===== config.mk =====
export PLATFORM = sky130hd
export DESIGN_NAME = epoch_to_utc_calendar_unit
export DESIGN_NICKNAME = d
export VERILOG_FILES = /design/src/rtl/core/etuc_pkg.sv /design/src/rtl/core/etuc_datapath.sv /design/src/rtl/core/etuc_ctrl.sv /design/src/rtl/core/epoch_to_utc_calendar_unit.sv
export SDC_FILE = /design/constraint.sdc
export NUM_CORES = 1
export LEC_CHECK = 0
export BUFFER_PORTS_ARGS = -buffer_cell sky130_fd_sc_hd__buf_2
export CAP_MARGIN = 30
export CORE_MARGIN = 3
export CORE_UTILIZATION = 25
export DETAILED_ROUTE_END_ITERATION = 8
export SLEW_MARGIN = 20
export SYNTH_ARGS = -nofsm -noshare
export SYNTH_HDL_FRONTEND = slang
export SYNTH_HIERARCHICAL = 1
export SYNTH_SLANG_ARGS = --single-unit

===== constraint.sdc =====
create_clock -name clk -period 13 [get_ports clk]
set_input_delay 2.6 -clock clk [delete_from_list [all_inputs] [get_ports clk]]
set_output_delay 2.6 -clock clk [all_outputs]
set_load 0.05 [all_outputs]

===== src/rtl/core/etuc_pkg.sv =====
// ----------------------------------------------------------------------------
// etuc_pkg
// Shared types, constants and tables for the epoch to UTC calendar unit.
// ----------------------------------------------------------------------------
`default_nettype none

package etuc_pkg;

	// Field widths
	localparam int EPOCH_W  = 32;
	localparam int YEAR_W   = 12;
	localparam int MONTH_W  = 4;
	localparam int DAY_W    = 5;
	localparam int HOUR_W   = 5;
	localparam int MIN_W    = 6;
	localparam int SEC_W    = 6;
	localparam int DAYS_W   = 16;   // day count since epoch, at most 49710
	localparam int C100_W   = 7;
	localparam int C400_W   = 9;
	localparam int MIDX_W   = 4;    // month index 0..11

	// Calendar constants
	localparam logic [YEAR_W-1:0]  EPOCH_YEAR     = 12'd1970;
	localparam logic [C100_W-1:0]  EPOCH_MOD100   = 7'd70;
	localparam logic [C400_W-1:0]  EPOCH_MOD400   = 9'd370;
	localparam logic [C100_W-1:0]  CENTURY_LAST   = 7'd99;
	localparam logic [C400_W-1:0]  QUADCENT_LAST  = 9'd399;
	localparam logic [DAYS_W-1:0]  YEAR_LEN_LEAP  = 16'd366;
	localparam logic [DAYS_W-1:0]  YEAR_LEN_PLAIN = 16'd365;
	localparam logic [MIDX_W-1:0]  MIDX_FEB       = 4'd1;
	localparam logic [MIDX_W-1:0]  MIDX_DEC       = 4'd11;
	localparam logic [DAY_W-1:0]   FEB_LEAP_LEN   = 5'd29;

	// Divide by constant through reciprocal multiply (exact for 32-bit operands)
	localparam logic [EPOCH_W-1:0] RECIP_60 = 32'h8888_8889;   // 2^37 / 60, rounded up
	localparam logic [EPOCH_W-1:0] RECIP_24 = 32'hAAAA_AAAB;   // 2^36 / 24, rounded up
	localparam logic [SEC_W-1:0]   DIV_60   = 6'd60;
	localparam logic [SEC_W-1:0]   DIV_24   = 6'd24;

	// Controller states
	typedef enum logic [2:0] {
		ST_IDLE,
		ST_MUL,
		ST_DIV,
		ST_YEAR,
		ST_MONTH,
		ST_DONE
	} state_t;

	// Which time-of-day field a division step produces
	typedef enum logic [1:0] {
		DSEL_SEC,
		DSEL_MIN,
		DSEL_HOUR
	} dsel_t;

	// Controller to datapath commands
	typedef struct packed {
		logic  load;
		logic  mul;
		logic  div;
		dsel_t dsel;
		logic  year_step;
		logic  month_step;
	} cmd_t;

	// Datapath to controller status
	typedef struct packed {
		logic year_fit;     // remaining days fit inside the current year
		logic month_last;   // month walk ends on this step
	} status_t;

	// Days in a month, February without the leap day
	function automatic logic [DAY_W-1:0] month_len(input logic [MIDX_W-1:0] midx);
		logic [DAY_W-1:0] len;
		unique case (midx)
			4'd1:                     len = 5'd28;
			4'd3, 4'd5, 4'd8, 4'd10:  len = 5'd30;
			default:                  len = 5'd31;
		endcase
		return len;
	endfunction

endpackage

`default_nettype wire


===== src/rtl/core/etuc_datapath.sv =====
// ----------------------------------------------------------------------------
// etuc_datapath
// Shared reciprocal multiplier for the time of day, then a year walk and a
// month walk over the remaining day count, one step per cycle.
// ----------------------------------------------------------------------------
`default_nettype none

module etuc_datapath (
	input  wire logic                              clk,
	input  wire etuc_pkg::cmd_t                    cmd,
	output etuc_pkg::status_t                      status,
	input  wire logic [etuc_pkg::EPOCH_W-1:0]      epoch_seconds,
	output logic      [etuc_pkg::YEAR_W-1:0]       year,
	output logic      [etuc_pkg::MONTH_W-1:0]      month,
	output logic      [etuc_pkg::DAY_W-1:0]        day,
	output logic      [etuc_pkg::HOUR_W-1:0]       hour,
	output logic      [etuc_pkg::MIN_W-1:0]        minute,
	output logic      [etuc_pkg::SEC_W-1:0]        second
);

	logic [etuc_pkg::EPOCH_W-1:0]   val_q;
	logic [2*etuc_pkg::EPOCH_W-1:0] prod_q;
	logic [etuc_pkg::DAYS_W-1:0]    days_q;
	logic [etuc_pkg::YEAR_W-1:0]    year_q;
	logic [etuc_pkg::C100_W-1:0]    c100_q;
	logic [etuc_pkg::C400_W-1:0]    c400_q;
	logic [etuc_pkg::MIDX_W-1:0]    midx_q;
	logic [etuc_pkg::SEC_W-1:0]     sec_q;
	logic [etuc_pkg::MIN_W-1:0]     min_q;
	logic [etuc_pkg::HOUR_W-1:0]    hour_q;

	logic [etuc_pkg::EPOCH_W-1:0]   recip;
	logic [etuc_pkg::SEC_W-1:0]     divisor;
	logic [etuc_pkg::EPOCH_W-1:0]   quot;
	logic [etuc_pkg::SEC_W-1:0]     rem;
	logic                           leap;
	logic [etuc_pkg::DAYS_W-1:0]    ylen;
	logic [etuc_pkg::DAY_W-1:0]     mlen;
	logic [etuc_pkg::DAYS_W-1:0]    mlen_w;

	// Divisor select
	always_comb begin
		if (cmd.dsel == etuc_pkg::DSEL_HOUR) begin
			recip   = etuc_pkg::RECIP_24;
			divisor = etuc_pkg::DIV_24;
			quot    = etuc_pkg::EPOCH_W'(prod_q[2*etuc_pkg::EPOCH_W-1:36]);
		end else begin
			recip   = etuc_pkg::RECIP_60;
			divisor = etuc_pkg::DIV_60;
			quot    = etuc_pkg::EPOCH_W'(prod_q[2*etuc_pkg::EPOCH_W-1:37]);
		end
	end

	// Remainder lives in the low six bits, so work modulo 64
	assign rem = etuc_pkg::SEC_W'(val_q[etuc_pkg::SEC_W-1:0]
		- etuc_pkg::SEC_W'(quot[etuc_pkg::SEC_W-1:0] * divisor));

	// Leap year from the running year residues
	assign leap = (year_q[1:0] == 2'd0) && ((c100_q != '0) || (c400_q == '0));
	assign ylen = leap ? etuc_pkg::YEAR_LEN_LEAP : etuc_pkg::YEAR_LEN_PLAIN;

	always_comb begin
		mlen = etuc_pkg::month_len(midx_q);
		if (leap && (midx_q == etuc_pkg::MIDX_FEB)) begin
			mlen = etuc_pkg::FEB_LEAP_LEN;
		end
	end
	assign mlen_w = etuc_pkg::DAYS_W'(mlen);

	assign status.year_fit   = (days_q < ylen);
	assign status.month_last = (days_q < mlen_w) || (midx_q == etuc_pkg::MIDX_DEC);

	// Multiply stage
	always_ff @(posedge clk) begin
		if (cmd.mul) begin
			prod_q <= val_q * recip;
		end
	end

	// Division result, time of day fields
	always_ff @(posedge clk) begin
		if (cmd.load) begin
			val_q <= epoch_seconds;
		end else if (cmd.div) begin
			val_q <= quot;
			case (cmd.dsel)
				etuc_pkg::DSEL_SEC:  sec_q  <= rem;
				etuc_pkg::DSEL_MIN:  min_q  <= rem;
				default:             hour_q <= etuc_pkg::HOUR_W'(rem);
			endcase
		end
	end

	// Year and month walk
	always_ff @(posedge clk) begin
		if (cmd.load) begin
			year_q <= etuc_pkg::EPOCH_YEAR;
			c100_q <= etuc_pkg::EPOCH_MOD100;
			c400_q <= etuc_pkg::EPOCH_MOD400;
			midx_q <= '0;
		end else if (cmd.div && (cmd.dsel == etuc_pkg::DSEL_HOUR)) begin
			days_q <= etuc_pkg::DAYS_W'(quot);
		end else if (cmd.year_step && !status.year_fit) begin
			days_q <= days_q - ylen;
			year_q <= year_q + 1'b1;
			c100_q <= (c100_q == etuc_pkg::CENTURY_LAST)  ? '0 : c100_q + 1'b1;
			c400_q <= (c400_q == etuc_pkg::QUADCENT_LAST) ? '0 : c400_q + 1'b1;
		end else if (cmd.month_step && (days_q >= mlen_w)) begin
			// Past December the month stays at December; the last step ends the walk
			days_q <= days_q - mlen_w;
			if (midx_q != etuc_pkg::MIDX_DEC) begin
				midx_q <= midx_q + 1'b1;
			end
		end
	end

	assign year   = year_q;
	assign month  = midx_q + 1'b1;
	assign day    = days_q[etuc_pkg::DAY_W-1:0] + 1'b1;
	assign hour   = hour_q;
	assign minute = min_q;
	assign second = sec_q;

endmodule

`default_nettype wire


===== src/rtl/core/etuc_ctrl.sv =====
// ----------------------------------------------------------------------------
// etuc_ctrl
// Sequencer: three multiply/divide passes, year walk, month walk, result.
// ----------------------------------------------------------------------------
`default_nettype none

module etuc_ctrl (
	input  wire logic                clk,
	input  wire logic                arst_n,
	input  wire logic                start,
	output logic                     busy,
	output logic                     done,
	output etuc_pkg::cmd_t           cmd,
	input  wire etuc_pkg::status_t   status
);

	etuc_pkg::state_t state_q, state_d;
	etuc_pkg::dsel_t  dsel_q, dsel_d;

	// State register
	always_ff @(posedge clk or negedge arst_n) begin
		if (!arst_n) begin
			state_q <= etuc_pkg::ST_IDLE;
			dsel_q  <= etuc_pkg::DSEL_SEC;
		end else begin
			state_q <= state_d;
			dsel_q  <= dsel_d;
		end
	end

	// Next state and commands
	always_comb begin
		state_d = state_q;
		dsel_d  = dsel_q;
		cmd     = '0;
		cmd.dsel = dsel_q;
		busy    = 1'b1;
		done    = 1'b0;
		unique case (state_q)
			etuc_pkg::ST_IDLE: begin
				busy = 1'b0;
				if (start) begin
					cmd.load = 1'b1;
					dsel_d   = etuc_pkg::DSEL_SEC;
					state_d  = etuc_pkg::ST_MUL;
				end
			end
			etuc_pkg::ST_MUL: begin
				cmd.mul = 1'b1;
				state_d = etuc_pkg::ST_DIV;
			end
			etuc_pkg::ST_DIV: begin
				cmd.div = 1'b1;
				unique case (dsel_q)
					etuc_pkg::DSEL_SEC: begin
						dsel_d  = etuc_pkg::DSEL_MIN;
						state_d = etuc_pkg::ST_MUL;
					end
					etuc_pkg::DSEL_MIN: begin
						dsel_d  = etuc_pkg::DSEL_HOUR;
						state_d = etuc_pkg::ST_MUL;
					end
					default: begin
						dsel_d  = etuc_pkg::DSEL_SEC;
						state_d = etuc_pkg::ST_YEAR;
					end
				endcase
			end
			etuc_pkg::ST_YEAR: begin
				cmd.year_step = 1'b1;
				if (status.year_fit) begin
					state_d = etuc_pkg::ST_MONTH;
				end
			end
			etuc_pkg::ST_MONTH: begin
				cmd.month_step = 1'b1;
				if (status.month_last) begin
					state_d = etuc_pkg::ST_DONE;
				end
			end
			etuc_pkg::ST_DONE: begin
				done    = 1'b1;
				state_d = etuc_pkg::ST_IDLE;
			end
			default: begin
				state_d = etuc_pkg::ST_IDLE;
			end
		endcase
	end

endmodule

`default_nettype wire


===== src/rtl/core/epoch_to_utc_calendar_unit.sv =====
// ----------------------------------------------------------------------------
// epoch_to_utc_calendar_unit
// Converts a 32-bit Unix time to UTC year, month, day, hour, minute, second.
// ----------------------------------------------------------------------------
// A transaction is accepted on a clock edge with start high and busy low. The
// result appears for exactly one cycle with done high and must be captured
// then; it cannot be held off. From the accepting edge a conversion makes three
// passes through the shared reciprocal multiplier (seconds, minutes, hours),
// each a multiply state and a divide state, then a year step for each whole
// year past 1970 (0 to 136) and a month step for each month index (0 to 11),
// then the done cycle;
// busy falls after done and the next transaction may start on the following
// edge. The field ports keep their values until the next conversion runs.
`default_nettype none

module epoch_to_utc_calendar_unit (
	input  wire logic                              clk,
	input  wire logic                              arst_n,
	input  wire logic                              start,
	output logic                                   busy,
	input  wire logic [etuc_pkg::EPOCH_W-1:0]      epoch_seconds,
	output logic                                   done,
	output logic      [etuc_pkg::YEAR_W-1:0]       year,
	output logic      [etuc_pkg::MONTH_W-1:0]      month,
	output logic      [etuc_pkg::DAY_W-1:0]        day,
	output logic      [etuc_pkg::HOUR_W-1:0]       hour,
	output logic      [etuc_pkg::MIN_W-1:0]        minute,
	output logic      [etuc_pkg::SEC_W-1:0]        second
);

	etuc_pkg::cmd_t    cmd;
	etuc_pkg::status_t status;

	// Sequencer
	etuc_ctrl u_ctrl (
		.clk    (clk),
		.arst_n (arst_n),
		.start  (start),
		.busy   (busy),
		.done   (done),
		.cmd    (cmd),
		.status (status)
	);

	// Arithmetic and result registers
	etuc_datapath u_datapath (
		.clk           (clk),
		.cmd           (cmd),
		.status        (status),
		.epoch_seconds (epoch_seconds),
		.year          (year),
		.month         (month),
		.day           (day),
		.hour          (hour),
		.minute        (minute),
		.second        (second)
	);

endmodule

`default_nettype wire


==> summary.txt <==
Clock tree
  – Clk sinks: 130
  – Setup bufs post-CTS: 0
  – Hold Buf Count CTS: 0
  – Clock buffer depth: 2
  – CTS tree: yes
  – Clock Latency Late Sink: between 0.4 and 0.5 ns
  – Inserted Clock Buffers: 17
  – Clk slew on worst S/H paths: roughly 0.07 ns
  – Clock Tree Root: clkbuf_16
  – H-Tree Depth: 4
  – Post-CTS Resized: 0

Setup path
  – CP Max Fanout: 30
  – Worst path required time: ~13 ns
  – Setup CP Type: reg -> reg
  – CP arrival: 9.35 ns
  – Startpoint types: flip-flop
  – Critical path capture point type: flip-flop

Synth
  – Async set-or-reset flop fraction in the synthesized netlist: 0.03846
  – Synth Flop Type: edfxtp_1
  – Area leader, netlist: fa_1
  – Sequential area share after synthesis: 0.1472
  – Mapped Nets: ~3300
  – Synthesized area: ~24000 µm²
  – Share of Yosys cell area claimed by the top area cell type: 0.3229
  – Mapped Avg Cell Area: ~9.9 µm²
  – Yosys reg bits: 130
  – Syn. warnings: 6
  – Most area-consuming cells after synthesis: fa_1 (32%), ha_1 (20%), edfxtp_1 (12%), inv_1 (9.4%), xnor2_1 (3.4%)
  – Yosys cell types: 83
  – Syn Inst Count: ~2400
  – Number of synthesized flops with an enable pin: 93

Cells and area
  – Inserted Diodes: 0
  – Fin nets: between 3000 and 4000
  – Layout Area Growth over Synthesis: 9.785%
  – Fin util: 0.2782
  – Share of cells above drive strength 1: 0.06045
  – Filler Cell Count: 10110
  – Reg area: about 3600 µm²
  – Multi-input logic area: around 18000 µm²

Global route
  – Total grt overflow: 0
  – Largest net degree at the start of global routing: a little over 90
  – Vias in the first global route: around 18000
  – Initial antenna violation count: 0
  – First-pass GRT wire length: 109200 µm
  – GRT Total Usage: 0.1447

Placement
  – Gpl congestion: about 0.96
  – I/O Buffers: between 70 and 80
  – Hpwl dp: between 60000 and 70000 µm

Detailed routing
  – Vias/cell: about 4.5
  – Detailed router's first-iteration violation count: between 1000 and 1500
  – DRC errors left: 0
  – Initial DRT Pass Iterations: 5
  – Total number of vias: ~17000
  – WL per Instance: 18.70 µm
  – ANT nets after route: 0
  – WL final: roughly 70000 µm

Timing
  – Slew Limit Headroom: 0.3859
  – Slew @ Worst Pin: about 0.9 ns
  – Clock skew: 0.02317 ns
  – Final setup violation count: 0
  – Final-report hold violation count: 0
  – Final slew viol count: 0
  – RSZ-0062 raised after global routing: false
  – Tcrit/Tclk final: 0.7035
  – Fmax: about 0.11 GHz
  – Min Clock Period, post-route: ~9.1 ns
  – Final TNS setup: 0 ns

Run
  – Max cap viols: 0

Hold path
  – Worst hold path type: reg -> reg

Floorplan
  – Die Ht: about 320 µm
  – Core area: between 90000 and 100000 µm²
  – IO Pins: between 70 and 80
  – DIE AREA: approximately 100000 µm²
  – Cell Rows: around 110
  – Die width: roughly 320 µm
  – Initial Util: 0.2534

Run status
  – Outcome: completed
## Yosys cell counts (5+ instances only)
master	count
edfxtp_1	93
nand3_1	37
dfrtp_1	5
o21a_1	7
ha_1	389
buf_2	8
and4_1	7
o211ai_1	5
o21ai_1	5
nand4_1	20
a211o_1	7
a211oi_1	7
xnor2_1	93
or2_2	13
nor2b_1	12
and2_1	15
xor2_1	55
nor2_1	94
a21o_1	41
a31oi_1	7
dfxtp_1	32
nor3_1	12
inv_1	607
o21bai_1	16
and3_1	13
o21ai_0	65
fa_1	390
nand2_1	147
nand2b_1	11
mux2i_1	28
clkbuf_1	39
a21oi_1	73
## per-layer routing
layer  share of wire  GRT usage  up-vias  wire, µm
met5               0          0        -         0
met4           0.030    0.04600        0      2079
met3           0.065    0.02867      101      4580
met2            0.48     0.2396      485     33430
met1            0.43     0.1897     8501     30260
li1                -          -     7845         -
## cell usage in the layout, fill, tap and decap left out, types with 7 or more instances in the layout
cell,count
a211o_1,7
a211oi_1,7
a21o_1,41
a21oi_1,73
a31oi_1,7
and2_1,15
and3_1,13
and4_1,7
buf_2,74
buf_4,7
clkbuf_16,18
dfxtp_1,32
edfxtp_1,93
fa_1,390
ha_1,389
inv_1,608
mux2i_1,28
nand2_1,147
nand2b_1,11
nand3_1,37
nand4_1,20
nor2_1,93
nor2b_1,11
nor3_1,11
o21a_1,7
o21ai_0,65
o21bai_1,16
or2_2,13
xnor2_1,93
xor2_1,55
## logic make-up after synthesis
logic type,Yosys count,synth area share
buffers and inverters,662,0.1044
xor gates and xnor gates,148,0.05361
adders and majority gates,779,0.5242
AOI/OAI and AO/OA,276,0.07472
muxes,32,0.01345
DFF,130,0.1472
and+or+nand+nor,412,0.08253
## worst paths after layout
path / start / to / depth (start not counted) / slack (ns)
max in group asynchronous: arst_n / u_ctrl/state_q[2] / 1 / 10.91
worst min-delay path: u_datapath/year[11] / u_datapath/year[11] / 2 / 0.52
worst max register to register: u_ctrl/dsel_q[1] / u_datapath/prod_q[62] / 24 / 3.85
worst max-delay path: u_ctrl/dsel_q[1] / u_datapath/prod_q[62] / 24 / 3.85
min in group asynchronous: arst_n / u_ctrl/dsel_q[1] / 1 / 1.94
worst min register to register: u_datapath/year[11] / u_datapath/year[11] / 2 / 0.52
## per-stage QoR
stage	worst slack, ns	area (µm²)	std cells	hold slack (ns)
final	3.855	26550	3763	0.5170
after detailed placement	3.965	25960	3730	0.5066
after CTS	3.921	26530	3762	0.5259
after floorplan	5.120	24180	2439	0.4693
after global placement	4.028	25960	3730	0.4880
after global routing	3.540	26550	3763	0.5413
## worst max-delay path, stage by stage (launching register included)
cell	delay (ns)
dfrtp_1	0.49
nor2b_4	0.79
nand2_1	0.31
inv_1	0.26
nand2_1	0.31
xnor2_1	0.63
ha_1	0.37
fa_1	0.45
fa_1	0.56
fa_1	0.44
fa_1	0.50
fa_1	0.55
inv_1	0.06
fa_1	0.48
inv_1	0.04
ha_1	0.35
nand4_1	0.11
nor3_1	0.58
nand4_1	0.35
a221oi_1	0.30
a31o_2	0.19
o41ai_4	0.13
o21bai_1	0.30
a31oi_1	0.14
xnor2_1	0.15
## area by class of cell
cell class / instances / share of cell area
multi-input combinational: 1647 / 0.6825
tap: 1265 / 0.05962
sequential: 130 / 0.1340
clock inverter: 14 / 0.004336
inverter: 607 / 0.08583
clock buffer: 18 / 0.01697
timing repair buffer: 82 / 0.01668
## sequential cells by signal, summed over array words and instances, names as in the netlist
register and count:
u_datapath/hour 5, u_datapath/val_q 32, u_datapath/second 6, u_datapath/prod_q 28
u_datapath/minute 6, u_datapath/c100_q 7, u_datapath/c400_q 9, u_datapath/year 12
u_ctrl/state_q 3, u_datapath/days_q 16, u_datapath/midx_q 4, u_ctrl/dsel_q 2
Power is left out: the tool's default activity adds up to more than one toggle a clock period on the data nets, which glitch-free logic cannot reach.
